==> config.mk <==
export PLATFORM = sky130hd
export DESIGN_NAME = fourth_order_iir_position_controller_top
export DESIGN_NICKNAME = d
export VERILOG_FILES = /design/src/rtl/foipc_pkg.sv /design/src/rtl/foipc_seq.sv /design/src/rtl/fourth_order_iir_position_controller_top.sv
export SDC_FILE = /design/constraint.sdc
export NUM_CORES = 2
export LEC_CHECK = 0
export ABC_AREA = 1
export BUFFER_PORTS_ARGS = -buffer_cell sky130_fd_sc_hd__clkbuf_2
export CAP_MARGIN = 20
export CELL_PAD_IN_SITES_DETAIL_PLACEMENT = 2
export CELL_PAD_IN_SITES_GLOBAL_PLACEMENT = 2
export CORE_ASPECT_RATIO = 0.75
export CORE_MARGIN = 3
export CORE_UTILIZATION = 40
export CTS_BUF_LIST = sky130_fd_sc_hd__clkbuf_16
export CTS_CLUSTER_SIZE = 16
export DETAILED_ROUTE_END_ITERATION = 8
export HOLD_SLACK_MARGIN = 0.1
export PLACE_DENSITY = 0.79
export SKIP_LAST_GASP = 1
export SYNTH_ARGS = -nofsm -noshare
export SYNTH_HDL_FRONTEND = slang
export SYNTH_SLANG_ARGS = --single-unit
==> constraint.sdc <==
create_clock -name clk -period 10 [get_ports clk]
set_input_delay 3 -clock clk [delete_from_list [all_inputs] [get_ports clk]]
set_output_delay 3 -clock clk [all_outputs]
set_load 0.1 [all_outputs]
==> src/rtl/foipc_pkg.sv <==
// ----------------------------------------------------------------------------
// foipc_pkg
// Shared types, constants and tables for the fourth-order IIR position
// controller: control word layout, coefficient table and register indexes.
// ----------------------------------------------------------------------------
`default_nettype none

package foipc_pkg;

    localparam int SAMPLE_WIDTH_DEF = 32;
    localparam int COEF_FRAC        = 14;
    localparam int GAIN_FRAC        = 12;
    localparam int COEF_W           = 16;
    localparam int SCOEF_W          = 18;
    localparam int GAIN_W           = 16;
    localparam int SETPOINT_W       = 32;
    localparam int CFG_DATA_W       = 32;
    localparam int CFG_IDX_W        = 2;
    localparam int HIST_DEPTH       = 4;
    localparam int STEP_W           = 4;

    localparam logic signed [GAIN_W-1:0] GAIN_RESET = 16'sd4096;

    localparam logic [CFG_IDX_W-1:0] REG_SETPOINT = 2'd0;
    localparam logic [CFG_IDX_W-1:0] REG_GAIN     = 2'd1;
    localparam logic [CFG_IDX_W-1:0] REG_ENABLE   = 2'd2;

    typedef logic [STEP_W-1:0] step_t;

    localparam step_t STEP_IDLE = 4'd0;
    localparam step_t STEP_FIN  = 4'd13;

    typedef enum logic [1:0] {
        COND_NONE,
        COND_IN_WAIT,
        COND_OUT_WAIT
    } cond_t;

    typedef enum logic [3:0] {
        CF_B4, CF_B3, CF_B2, CF_B1, CF_B0,
        CF_A3, CF_A2, CF_A1, CF_A0
    } coef_sel_t;

    typedef enum logic [3:0] {
        TAP_E0, TAP_E1, TAP_E2, TAP_E3, TAP_E4,
        TAP_Y1, TAP_Y2, TAP_Y3, TAP_Y4
    } tap_t;

    typedef struct packed {
        logic      in_ready;
        logic      err_en;
        logic      coef_en;
        logic      coef_scale;
        coef_sel_t coef_sel;
        logic      mul_en;
        tap_t      tap;
        logic      acc_en;
        logic      fin;
        cond_t     cond;
        logic      jump;
        step_t     target;
    } ctrl_t;

    // Q2.14 coefficients; denominator terms are stored negated so the
    // accumulator only ever adds.
    function automatic logic signed [COEF_W-1:0] coef_rom(input coef_sel_t sel);
        logic signed [COEF_W-1:0] c;
        begin
            case (sel)
                CF_B4:   c = 16'sd2323;
                CF_B3:   c = 16'sd2802;
                CF_B2:   c = -16'sd5633;
                CF_B1:   c = -16'sd5323;
                CF_B0:   c = 16'sd5849;
                CF_A3:   c = 16'sd5210;
                CF_A2:   c = 16'sd14231;
                CF_A1:   c = -16'sd148;
                CF_A0:   c = -16'sd2910;
                default: c = '0;
            endcase
            return c;
        end
    endfunction

endpackage

`default_nettype wire

==> src/rtl/foipc_seq.sv <==
// ----------------------------------------------------------------------------
// foipc_seq
// Microcode sequencer: step counter, control store and wait/jump logic.
// ----------------------------------------------------------------------------
`default_nettype none

module foipc_seq (
    input  wire logic            clk,
    input  wire logic            rst_n,
    input  wire logic            in_valid,
    input  wire logic            out_busy,
    output foipc_pkg::ctrl_t     ctrl,
    output logic                 advance
);

    foipc_pkg::step_t step_reg;
    foipc_pkg::step_t step_next;
    logic             hold;

    function automatic foipc_pkg::ctrl_t rom(input foipc_pkg::step_t s);
        foipc_pkg::ctrl_t w;
        begin
            w = '0;
            w.cond     = foipc_pkg::COND_NONE;
            w.coef_sel = foipc_pkg::CF_B4;
            w.tap      = foipc_pkg::TAP_E0;
            w.target   = foipc_pkg::STEP_IDLE;
            case (s)
                4'd0:
                begin
                    w.in_ready = 1'b1;
                    w.cond     = foipc_pkg::COND_IN_WAIT;
                end
                4'd1:
                begin
                    w.err_en = 1'b1;
                end
                4'd2:
                begin
                    w.coef_en = 1'b1; w.coef_scale = 1'b1; w.coef_sel = foipc_pkg::CF_B4;
                end
                4'd3:
                begin
                    w.coef_en = 1'b1; w.coef_scale = 1'b1; w.coef_sel = foipc_pkg::CF_B3;
                    w.mul_en = 1'b1; w.tap = foipc_pkg::TAP_E0;
                end
                4'd4:
                begin
                    w.coef_en = 1'b1; w.coef_scale = 1'b1; w.coef_sel = foipc_pkg::CF_B2;
                    w.mul_en = 1'b1; w.tap = foipc_pkg::TAP_E1; w.acc_en = 1'b1;
                end
                4'd5:
                begin
                    w.coef_en = 1'b1; w.coef_scale = 1'b1; w.coef_sel = foipc_pkg::CF_B1;
                    w.mul_en = 1'b1; w.tap = foipc_pkg::TAP_E2; w.acc_en = 1'b1;
                end
                4'd6:
                begin
                    w.coef_en = 1'b1; w.coef_scale = 1'b1; w.coef_sel = foipc_pkg::CF_B0;
                    w.mul_en = 1'b1; w.tap = foipc_pkg::TAP_E3; w.acc_en = 1'b1;
                end
                4'd7:
                begin
                    w.coef_en = 1'b1; w.coef_sel = foipc_pkg::CF_A3;
                    w.mul_en = 1'b1; w.tap = foipc_pkg::TAP_E4; w.acc_en = 1'b1;
                end
                4'd8:
                begin
                    w.coef_en = 1'b1; w.coef_sel = foipc_pkg::CF_A2;
                    w.mul_en = 1'b1; w.tap = foipc_pkg::TAP_Y1; w.acc_en = 1'b1;
                end
                4'd9:
                begin
                    w.coef_en = 1'b1; w.coef_sel = foipc_pkg::CF_A1;
                    w.mul_en = 1'b1; w.tap = foipc_pkg::TAP_Y2; w.acc_en = 1'b1;
                end
                4'd10:
                begin
                    w.coef_en = 1'b1; w.coef_sel = foipc_pkg::CF_A0;
                    w.mul_en = 1'b1; w.tap = foipc_pkg::TAP_Y3; w.acc_en = 1'b1;
                end
                4'd11:
                begin
                    w.mul_en = 1'b1; w.tap = foipc_pkg::TAP_Y4; w.acc_en = 1'b1;
                end
                4'd12:
                begin
                    w.acc_en = 1'b1;
                end
                4'd13:
                begin
                    w.fin    = 1'b1;
                    w.cond   = foipc_pkg::COND_OUT_WAIT;
                    w.jump   = 1'b1;
                    w.target = foipc_pkg::STEP_IDLE;
                end
                default:
                begin
                    w.jump   = 1'b1;
                    w.target = foipc_pkg::STEP_IDLE;
                end
            endcase
            return w;
        end
    endfunction

    always_comb
    begin
        ctrl = rom(step_reg);
        case (ctrl.cond)
            foipc_pkg::COND_IN_WAIT:  hold = !in_valid;
            foipc_pkg::COND_OUT_WAIT: hold = out_busy;
            default:                  hold = 1'b0;
        endcase
        advance = !hold;
        if (hold)
        begin
            step_next = step_reg;
        end
        else if (ctrl.jump)
        begin
            step_next = ctrl.target;
        end
        else
        begin
            step_next = step_reg + 1'b1;
        end
    end

    always_ff @(posedge clk or negedge rst_n)
    begin
        if (!rst_n)
        begin
            step_reg <= foipc_pkg::STEP_IDLE;
        end
        else
        begin
            step_reg <= step_next;
        end
    end

endmodule

`default_nettype wire

==> src/rtl/fourth_order_iir_position_controller_top.sv <==
// ----------------------------------------------------------------------------
// fourth_order_iir_position_controller_top
// Fourth-order direct-form-I controller: measured angle in, angle reference out.
// ----------------------------------------------------------------------------
// One input item per control period: s_axis_tdata carries the wheel angle
// sample, s_axis_tuser marks it as new. Each item yields exactly one result
// on m_axis (saturated angle reference). Settings are to be written on the
// cfg port only while the block is idle; the block itself does not enforce it.
// A microcoded sequence of 14 steps runs per item: an accept step, an
// error step, then the nine taps pass one per cycle through a coefficient
// stage (numerator gain scaling), a shared multiplier and an accumulator,
// and a final round/saturate step. As the multiplier is shared, the block
// takes no new item until the sequence for the last one has run through;
// m_axis_tvalid rises as the final step completes.
// The result sits in an output register; the next item is accepted while
// it waits, and the final step holds if that result is still not taken.
// A new sample is latched after the result is formed, so it first shows in
// the next item's result.
// Reset clears the sample, error and output history, setpoint = 0,
// gain = 1.0 (Q4.12) and measurement disabled.
// ----------------------------------------------------------------------------
`default_nettype none

module fourth_order_iir_position_controller_top #(
    parameter int SAMPLE_WIDTH = foipc_pkg::SAMPLE_WIDTH_DEF
) (
    input  wire logic                                  clk,
    input  wire logic                                  rst_n,
    // measured_angle
    input  wire logic [((SAMPLE_WIDTH+7)/8)*8-1:0]     s_axis_tdata,
    // sample_valid
    input  wire logic                                  s_axis_tuser,
    input  wire logic                                  s_axis_tvalid,
    output logic                                       s_axis_tready,
    // angle_reference
    output logic [((SAMPLE_WIDTH+7)/8)*8-1:0]          m_axis_tdata,
    output logic                                       m_axis_tvalid,
    input  wire logic                                  m_axis_tready,
    input  wire logic                                  cfg_wr_en,
    input  wire logic [foipc_pkg::CFG_IDX_W-1:0]       cfg_index,
    input  wire logic [foipc_pkg::CFG_DATA_W-1:0]      cfg_data
);

    localparam int SW  = SAMPLE_WIDTH;
    localparam int CW  = foipc_pkg::SCOEF_W;
    localparam int PW  = SW + CW;
    localparam int AW  = SW + CW + 4;
    localparam int EW  = ((SW > foipc_pkg::SETPOINT_W) ? SW : foipc_pkg::SETPOINT_W) + 1;
    localparam int SPW = foipc_pkg::COEF_W + foipc_pkg::GAIN_W;

    localparam logic signed [SW-1:0]  SAT_MAX   = {1'b0, {(SW-1){1'b1}}};
    localparam logic signed [SW-1:0]  SAT_MIN   = {1'b1, {(SW-1){1'b0}}};
    localparam logic signed [AW-1:0]  ROUND_ACC = AW'(1) << (foipc_pkg::COEF_FRAC - 1);
    localparam logic signed [SPW-1:0] ROUND_SC  = SPW'(1) << (foipc_pkg::GAIN_FRAC - 1);

    foipc_pkg::ctrl_t ctrl;
    logic             advance;
    logic             out_busy;
    logic             in_fire;
    logic             fin_fire;

    logic signed [foipc_pkg::SETPOINT_W-1:0] setpoint_reg;
    logic signed [foipc_pkg::GAIN_W-1:0]     gain_reg;
    logic                                    meas_en_reg;

    logic signed [SW-1:0] sample_reg;
    logic                 sample_flag_reg;
    logic signed [SW-1:0] held_reg;
    logic signed [SW-1:0] e_hist_reg [foipc_pkg::HIST_DEPTH];
    logic signed [SW-1:0] y_hist_reg [foipc_pkg::HIST_DEPTH];
    logic signed [SW-1:0] e0_reg;
    logic signed [SW-1:0] e0_next;
    logic signed [CW-1:0] coef_reg;
    logic signed [CW-1:0] coef_next;
    logic signed [PW-1:0] prod_reg;
    logic signed [PW-1:0] prod_next;
    logic signed [AW-1:0] acc_reg;
    logic signed [AW-1:0] acc_next;
    logic signed [SW-1:0] out_data_reg;
    logic signed [SW-1:0] out_next;
    logic                 out_valid_reg;

    logic signed [EW-1:0]                   diff;
    logic signed [foipc_pkg::COEF_W-1:0]    coef_raw;
    logic signed [SPW-1:0]                  scale_sum;
    logic signed [SW-1:0]                   tap_val;
    logic signed [AW-1:0]                   acc_rnd;
    logic signed [AW-1:0]                   acc_shift;

    foipc_seq u_foipc_seq (
        .clk      (clk),
        .rst_n    (rst_n),
        .in_valid (s_axis_tvalid),
        .out_busy (out_busy),
        .ctrl     (ctrl),
        .advance  (advance)
    );

    assign out_busy      = out_valid_reg && !m_axis_tready;
    assign s_axis_tready = ctrl.in_ready;
    assign in_fire       = ctrl.in_ready && s_axis_tvalid;
    assign fin_fire      = ctrl.fin && advance;
    assign m_axis_tvalid = out_valid_reg;

    always_comb
    begin
        m_axis_tdata           = '0;
        m_axis_tdata[SW-1:0]   = out_data_reg;
    end

    // error, saturated to the sample range
    always_comb
    begin
        diff = EW'(setpoint_reg) - EW'(held_reg);
        if ((&diff[EW-1:SW-1]) || !(|diff[EW-1:SW-1]))
        begin
            e0_next = diff[SW-1:0];
        end
        else if (diff[EW-1])
        begin
            e0_next = SAT_MIN;
        end
        else
        begin
            e0_next = SAT_MAX;
        end
    end

    // coefficient stage: numerator taps are scaled by the gain, rounded half up
    always_comb
    begin
        coef_raw  = foipc_pkg::coef_rom(ctrl.coef_sel);
        scale_sum = coef_raw * gain_reg + ROUND_SC;
        if (ctrl.coef_scale)
        begin
            coef_next = scale_sum[foipc_pkg::GAIN_FRAC +: CW];
        end
        else
        begin
            coef_next = CW'(coef_raw);
        end
    end

    always_comb
    begin
        case (ctrl.tap)
            foipc_pkg::TAP_E0: tap_val = e0_reg;
            foipc_pkg::TAP_E1: tap_val = e_hist_reg[0];
            foipc_pkg::TAP_E2: tap_val = e_hist_reg[1];
            foipc_pkg::TAP_E3: tap_val = e_hist_reg[2];
            foipc_pkg::TAP_E4: tap_val = e_hist_reg[3];
            foipc_pkg::TAP_Y1: tap_val = y_hist_reg[0];
            foipc_pkg::TAP_Y2: tap_val = y_hist_reg[1];
            foipc_pkg::TAP_Y3: tap_val = y_hist_reg[2];
            foipc_pkg::TAP_Y4: tap_val = y_hist_reg[3];
            default:           tap_val = '0;
        endcase
        prod_next = coef_reg * tap_val;
        acc_next  = acc_reg + AW'(prod_reg);
    end

    // round half up to the sample format, then saturate
    always_comb
    begin
        acc_rnd   = acc_reg + ROUND_ACC;
        acc_shift = acc_rnd >>> foipc_pkg::COEF_FRAC;
        if ((&acc_shift[AW-1:SW-1]) || !(|acc_shift[AW-1:SW-1]))
        begin
            out_next = acc_shift[SW-1:0];
        end
        else if (acc_shift[AW-1])
        begin
            out_next = SAT_MIN;
        end
        else
        begin
            out_next = SAT_MAX;
        end
    end

    // datapath payload
    always_ff @(posedge clk)
    begin
        if (in_fire)
        begin
            sample_reg      <= s_axis_tdata[SW-1:0];
            sample_flag_reg <= s_axis_tuser;
        end
        if (ctrl.err_en)
        begin
            e0_reg  <= e0_next;
            acc_reg <= '0;
        end
        else if (ctrl.acc_en)
        begin
            acc_reg <= acc_next;
        end
        if (ctrl.coef_en)
        begin
            coef_reg <= coef_next;
        end
        if (ctrl.mul_en)
        begin
            prod_reg <= prod_next;
        end
        if (fin_fire)
        begin
            out_data_reg <= out_next;
        end
    end

    // settings, history and output handshake
    always_ff @(posedge clk or negedge rst_n)
    begin
        if (!rst_n)
        begin
            setpoint_reg  <= '0;
            gain_reg      <= foipc_pkg::GAIN_RESET;
            meas_en_reg   <= 1'b0;
            held_reg      <= '0;
            out_valid_reg <= 1'b0;
            for (int i = 0; i < foipc_pkg::HIST_DEPTH; i++)
            begin
                e_hist_reg[i] <= '0;
                y_hist_reg[i] <= '0;
            end
        end
        else
        begin
            if (cfg_wr_en)
            begin
                case (cfg_index)
                    foipc_pkg::REG_SETPOINT: setpoint_reg <= cfg_data[foipc_pkg::SETPOINT_W-1:0];
                    foipc_pkg::REG_GAIN:     gain_reg     <= cfg_data[foipc_pkg::GAIN_W-1:0];
                    foipc_pkg::REG_ENABLE:   meas_en_reg  <= cfg_data[0];
                    default:                 ;
                endcase
            end
            if (fin_fire)
            begin
                out_valid_reg <= 1'b1;
                e_hist_reg[0] <= e0_reg;
                y_hist_reg[0] <= out_next;
                for (int i = 1; i < foipc_pkg::HIST_DEPTH; i++)
                begin
                    e_hist_reg[i] <= e_hist_reg[i-1];
                    y_hist_reg[i] <= y_hist_reg[i-1];
                end
                if (meas_en_reg && sample_flag_reg)
                begin
                    held_reg <= sample_reg;
                end
            end
            else if (m_axis_tready)
            begin
                out_valid_reg <= 1'b0;
            end
        end
    end

endmodule

`default_nettype wire

Yosys cells after proc, flatten, opt, wreduce, memory -nomap -nowiden

Memories as Yosys holds them, arrays and structs flattened.
Index checks and enable logic that the tools add are counted.

Add/sub/neg operators: 5
$mul: 2
Equal/unequal tests: 25
Muxes and demuxes: 20
Reduce and logical (&&, ||, !) cells: 27

Operator list:

| operator                                                          | number |
|---|---|
| 32-bit case mux with 9 select lines                               | 1 |
| 32-bit two-way mux                                                | 4 |
| 54-bit by 15-bit adder with 54-bit output (second input constant) | 1 |
| 54-bit by 50-bit adder with 54-bit output                         | 1 |
| 18-bit by 32-bit multiplier with 50-bit output                    | 1 |
| 5-bit case mux with 9 select lines                                | 1 |
| 32-bit by 32-bit subtractor with 33-bit output                    | 1 |
| 4-bit by 3-bit == test with 1-bit output (second input constant)  | 8 |
| 4-bit case mux with 8 select lines                                | 1 |
| 30-bit by 13-bit adder with 30-bit output (second input constant) | 1 |
| 16-bit by 16-bit multiplier with 30-bit output                    | 1 |
| 4-bit == test (second input constant)                             | 7 |
| 9-bit OR reduction                                                | 3 |
| 18-bit two-way mux                                                | 1 |
| 4-bit by 2-bit == test with 1-bit output (second input constant)  | 4 |
| 13-bit OR reduction                                               | 1 |
| 2-bit AND reduction                                               | 5 |
| 9-bit AND reduction                                               | 1 |
| 4-bit by 1-bit == test with 1-bit output (second input constant)  | 2 |
| 4-bit zero test                                                   | 2 |
| 1-bit two-way mux                                                 | 8 |
| 1-bit zero test                                                   | 5 |
| 5-bit two-way mux                                                 | 1 |
| 5-bit OR reduction                                                | 1 |
| other kinds (11)                                                  | 17 |

Bits in registers: 561
Memory bits (read-only): 256
Output and inout bits: 34
Logic and storage cells: 101
Memories kept: 1

Memory list:

| name             | depth | bits a word | rd ports | clocked after memory_dff | wr ports | RTL line        | source |
|---|---|---|---|---|---|---|---|
| (name not given) | 16    | 16          | 1        | 0                        | 0        | foipc_pkg.sv:69 | `case (sel)` |

Logic depth before layout (Yosys ltp)

Depth in word-level cells: 7
Depth in mapped cells: 43

Hierarchy

A second synthesis with hierarchy kept.

Cell total of the unflattened synthesis: 7517
Area total of the unflattened synthesis: 59952.5 um^2

Modules (own cells, without submodules):

| module                                   | times used | cells an instance | area each (um^2) | seq. area each (um^2) |
|---|---|---|---|---|
| fourth_order_iir_position_controller_top | 1          | 7417              | 59319.4          | 14495.2 |
| foipc_seq                                | 1          | 100               | 633.1            | 100.1 |

Worst setup path after synthesis

Ideal clock, no wire load.

Kind: register to register
From: register u_foipc_seq.step_reg[0]
To: register prod_reg[48], data pin
Library setup time: 258 ps
Data arrival time: 7334 ps
Required time: 9742 ps
Path slack: 2408 ps
Cell stages (with the launch flop): 34
Buffers on the path: 2
Clock period less this slack: 7592 ps
Cells stage by stage: dfrtp_1 inv_1 ha_1 inv_1 nand2_1 nand2_2 nand3_2 nor2_4 nand2_2 inv_4 buf_6 nand2_1 o21ai_0 nor4_1 nand2_2 buf_2 nand2_1 fa_1 inv_1 fa_1 fa_1 fa_1 inv_1 fa_1 fa_1 inv_1 ha_1 inv_1 nor3_1 nand2_1 nor4_1 or3b_2 nand3_1 xor2_1

Word-level cells in the longest chain between the ends: 5
Elaborated cells on any way between the ends: 21
Those cells by class: 1 x mul; 17 x eq/ne; 2 x mux; 1 x reduce/logical

RTL lines:

| what                                             | RTL line                                        | source |
|---|---|---|
| start, declared                                  | foipc_seq.sv:16                                 | `foipc_pkg::step_t step_reg;` |
| start signal, assigned                           | foipc_seq.sv:134                                | `step_reg <= foipc_pkg::STEP_IDLE;` |
| start signal, assigned                           | foipc_seq.sv:138                                | `step_reg <= step_next;` |
| 4-bit == test, or another cell as far along      | foipc_seq.sv:28                                 | `case (s)` |
| 5-bit case mux with 9 select lines *             | foipc_seq.sv:28                                 |  |
| 4-bit == test, or another cell as far along      | fourth_order_iir_position_controller_top.sv:146 | `case (ctrl.tap)` |
| 32-bit case mux with 9 select lines *            | fourth_order_iir_position_controller_top.sv:146 |  |
| 18-bit by 32-bit multiplier with 50-bit output * | fourth_order_iir_position_controller_top.sv:158 | `prod_next = coef_reg * tap_val;` |
| via prod_next[48]                                | fourth_order_iir_position_controller_top.sv:76  | `logic signed [PW-1:0] prod_next;` |
| end signal, assigned                             | fourth_order_iir_position_controller_top.sv:204 | `prod_reg <= prod_next;` |
| end, declared                                    | fourth_order_iir_position_controller_top.sv:75  | `logic signed [PW-1:0] prod_reg;` |

Mark *: on every way through the listed nets, which the timed path passes. The rest lies on a longest branch.
A chain may end at the register's enable or synchronous reset.

Worst setup path after layout

From: register u_foipc_seq.step_reg[0]
To: register prod_reg[46], data pin

Same word-level chain as after synthesis.

==> qor.yml <==
synthesis:
  synth_cell_type_count: 68
  syn_inst: 7214
  synth_common_cells: "inv_1, nand2_1, fa_1, nor2_1, o21ai_0"
  synth_most_common_cell: "inv_1"
  synth_edf_count: 165
  synthTopCellsByArea: "fa_1, dfrtp_1, inv_1"
  syn_nets: 8375
  yosys_most_used_dff: "dfrtp_1"
  seq_area_frac_synth_pct: 24.8
  synth_seq_cells: 561
  yosys_warnings: 0
  syn_area_um2: 58900
  synth_top_area_cell: "fa_1"
  synthArstFlopShare_pct: 61.0
  synth_top_area_share_pct: 27.1
  synth_area_per_cell_um2: 8.16
floorplanning:
  row_count: 121
  start_util_pct: 40.4
  die-area_um2: 152000
  die_height_um: 338
  die_w_um: 449
  core-area_um2: 146000
  ios: 106
flow_run:
  drv_cap: 0
grt:
  busiest_layer: "met2"
  grt_max_degree: 202
  grt-ovfl-total: 0
  grt_pass1_vias: 57900
  grt_use_met2_pct: 50.8
  grt_first_pass_wirelength_mm: 361
  grt_use_total_pct: 31.0
  antenna_found_initial: 6
  grt_use_met3_pct: 3.75
  met1_usage_pct: 43.5
layout:
  seqCellArea_um2: 14600
  nFillCells: 16500
  drive_gt1_share_pct: 6.12
  nets: 8417
  fin_cells: 9278
  multi_input_area_um2: 37000
  final_util_pct: 43.8
  syn2layout_area_growth_pct: 8.46
sta:
  clock-skew-final_ns: 0.0415
  period_minus_slack_ns: 9.54
  setup_viol: 0
  fin_setup_tns_ns: 0
  worstMarginPinSlew_ns: 1.01
  slew_viol_final: 0
  final.period_utilization_pct: 95.4
  slew_headroom_pct: 32.4
  hold_viol: 0
  worst_slack_ns: 0.461
  fmax_mhz: 105
  grt_setup_unrepaired: "no"
setup_path:
  rrSetupSlack_ns: 0.46
  crit_family: "adder cells"
  cp.depth: 35
  r2r-end: "prod_reg[46]$_DFFE_PN_"
  cp_num_buf_inv: 10
  r2r_cells: 35
  critPathMaxStageDelay_ns: 0.58
  endpoint: "prod_reg[46]$_DFFE_PN_"
  cp_common_cell: "inv_1"
  arrival_ns: 9.93
  timing_worst_setup_path_type: "reg -> reg"
  crit_path_max_fanout: 24
  slowest_stage: "fa_1"
  endpoint_kind: "flop"
  timing.rr.start: "u_foipc_seq.step_reg[0]$_DFFE_PN0N_"
  start_kind: "flop"
  required_ns: 10.39
  crit_start: "u_foipc_seq.step_reg[0]$_DFFE_PN0N_"
place:
  dp.final_hpwl_mm: 187
  place_congestion: 0.941
  dp.cells: 9151
  io_buffers: 105
  post-place-ws_ns: 0.327
detailed_routing:
  first_pass_iters: 5
  wl_mm: 235
  drcViolationCount: 0
  ant_nets: 0
  wire_per_inst_um: 25.3
  via_count: 50200
  via_per_inst: 5.41
  initialDrtViolationCount: 3579
min_path:
  hold_class: "reg -> reg"
clock_tree:
  numCtsBuffers: 67
  h-tree-depth: 3
  post-cts-setup-buffer-count: 0
  cts_tree: "done"
  cts_resized: 0
  clockBufferDepth: 3
  clkSinkCount: 561
  path_clk_slew_ns: 0.06
  hold_buffers: 0
  root_buffer: "clkbuf_16"
  worstSkewPairLatency_ns: 0.68
run_status:
  outcome: "finished clean"
[area by class of cell]
cell class                 count  area share [%]
clock buffer                  69            2.70
clock inverter                53           0.629
timing repair buffer         205            2.18
inverter                    1673            9.85
sequential                   561            22.9
multi-input combinational   4748            57.9
tap                         1968            3.86
antenna                        1         0.00392
[worst reg2reg max path: cells and delay by family (launching register included)]
kind / cells / cell delay [ns]
fa+ha+maj: 8 / 3.76
simple gates: 10 / 2.39
buf+inv: 10 / 1.49
compound gates: 6 / 1.15
flops: 1 / 0.40
xor+xnor: 1 / 0.09
[cells in the final DEF (no fill, tap or decap), drive strengths merged, types with 2 or more instances in the layout]
master and instances:
edfxtp 165, or2 10, a2111oi 5, a311oi 8
dfxtp 54, and3 5, nor2 609, o21ai 491
dfrtp 341, nand2 1600, a31oi 33, xnor2 60
nand3 193, o21bai 30, o22ai 49, inv 1681
a211oi 7, clkbuf 173, nor4 26, nand4 42
bufinv 3, o21a 7, o31ai 2, buf 101
a21boi 11, a31o 2, fa 798, a221oi 10
o2111ai 2, mux2 17, ha 291, a21oi 238
clkinvlp 2, nor3 48, a21o 25, xor2 89
o221ai 5, nand3b 7, clkinv 40, o211ai 23
[how the worst min path moves through the flow]
stage / from / endpoint / slack [ns] / cells past startpoint
after floorplan: e0_reg[6]$_DFFE_PP_ / e_hist_reg[102]$_DFFE_PN0P_ / 0.45 / 2
after global routing: e_hist_reg[72]$_DFFE_PN0P_ / e_hist_reg[40]$_DFFE_PN0P_ / 0.50 / 2
after detailed placement: e_hist_reg[80]$_DFFE_PN0P_ / e_hist_reg[48]$_DFFE_PN0P_ / 0.47 / 2
final: e_hist_reg[90]$_DFFE_PN0P_ / e_hist_reg[58]$_DFFE_PN0P_ / 0.49 / 2
after global placement: e_hist_reg[33]$_DFFE_PN0P_ / e_hist_reg[1]$_DFFE_PN0P_ / 0.46 / 2
after CTS: e_hist_reg[80]$_DFFE_PN0P_ / e_hist_reg[48]$_DFFE_PN0P_ / 0.49 / 2
[layer usage]
layer | share of wire [%] | vias up
met5 | 0 | -
met3 | 5.2 | 370
met2 | 47 | 1274
met1 | 45 | 26600
met4 | 2.8 | 0
li1 | - | 22000
[stage by stage]
step                      hold WS, ns  area (µm²)
after detailed placement        0.474       61600
final                           0.485       63800
after floorplan                 0.451       58900
after CTS                       0.489       63700
after global placement          0.459       61600
after global routing            0.502       63800
[kinds of logic (layout without fill, tap and decap cells)]
logic type      count (synthesis)  in the layout  synth area share [%]
simple gates                 2543           2543                  17.7
flops                         561            561                  24.8
xor+xnor                      149            149                  2.23
compound gates                950            950                  9.14
other cells                     0              1                     0
fa+ha+maj                    1089           1089                  33.3
mux                            17             17                 0.325
buf+inv                      1905           2000                  12.5
Power is not shown: default switching activity piles up to over one toggle a cycle in this logic, so the estimate is an artifact.
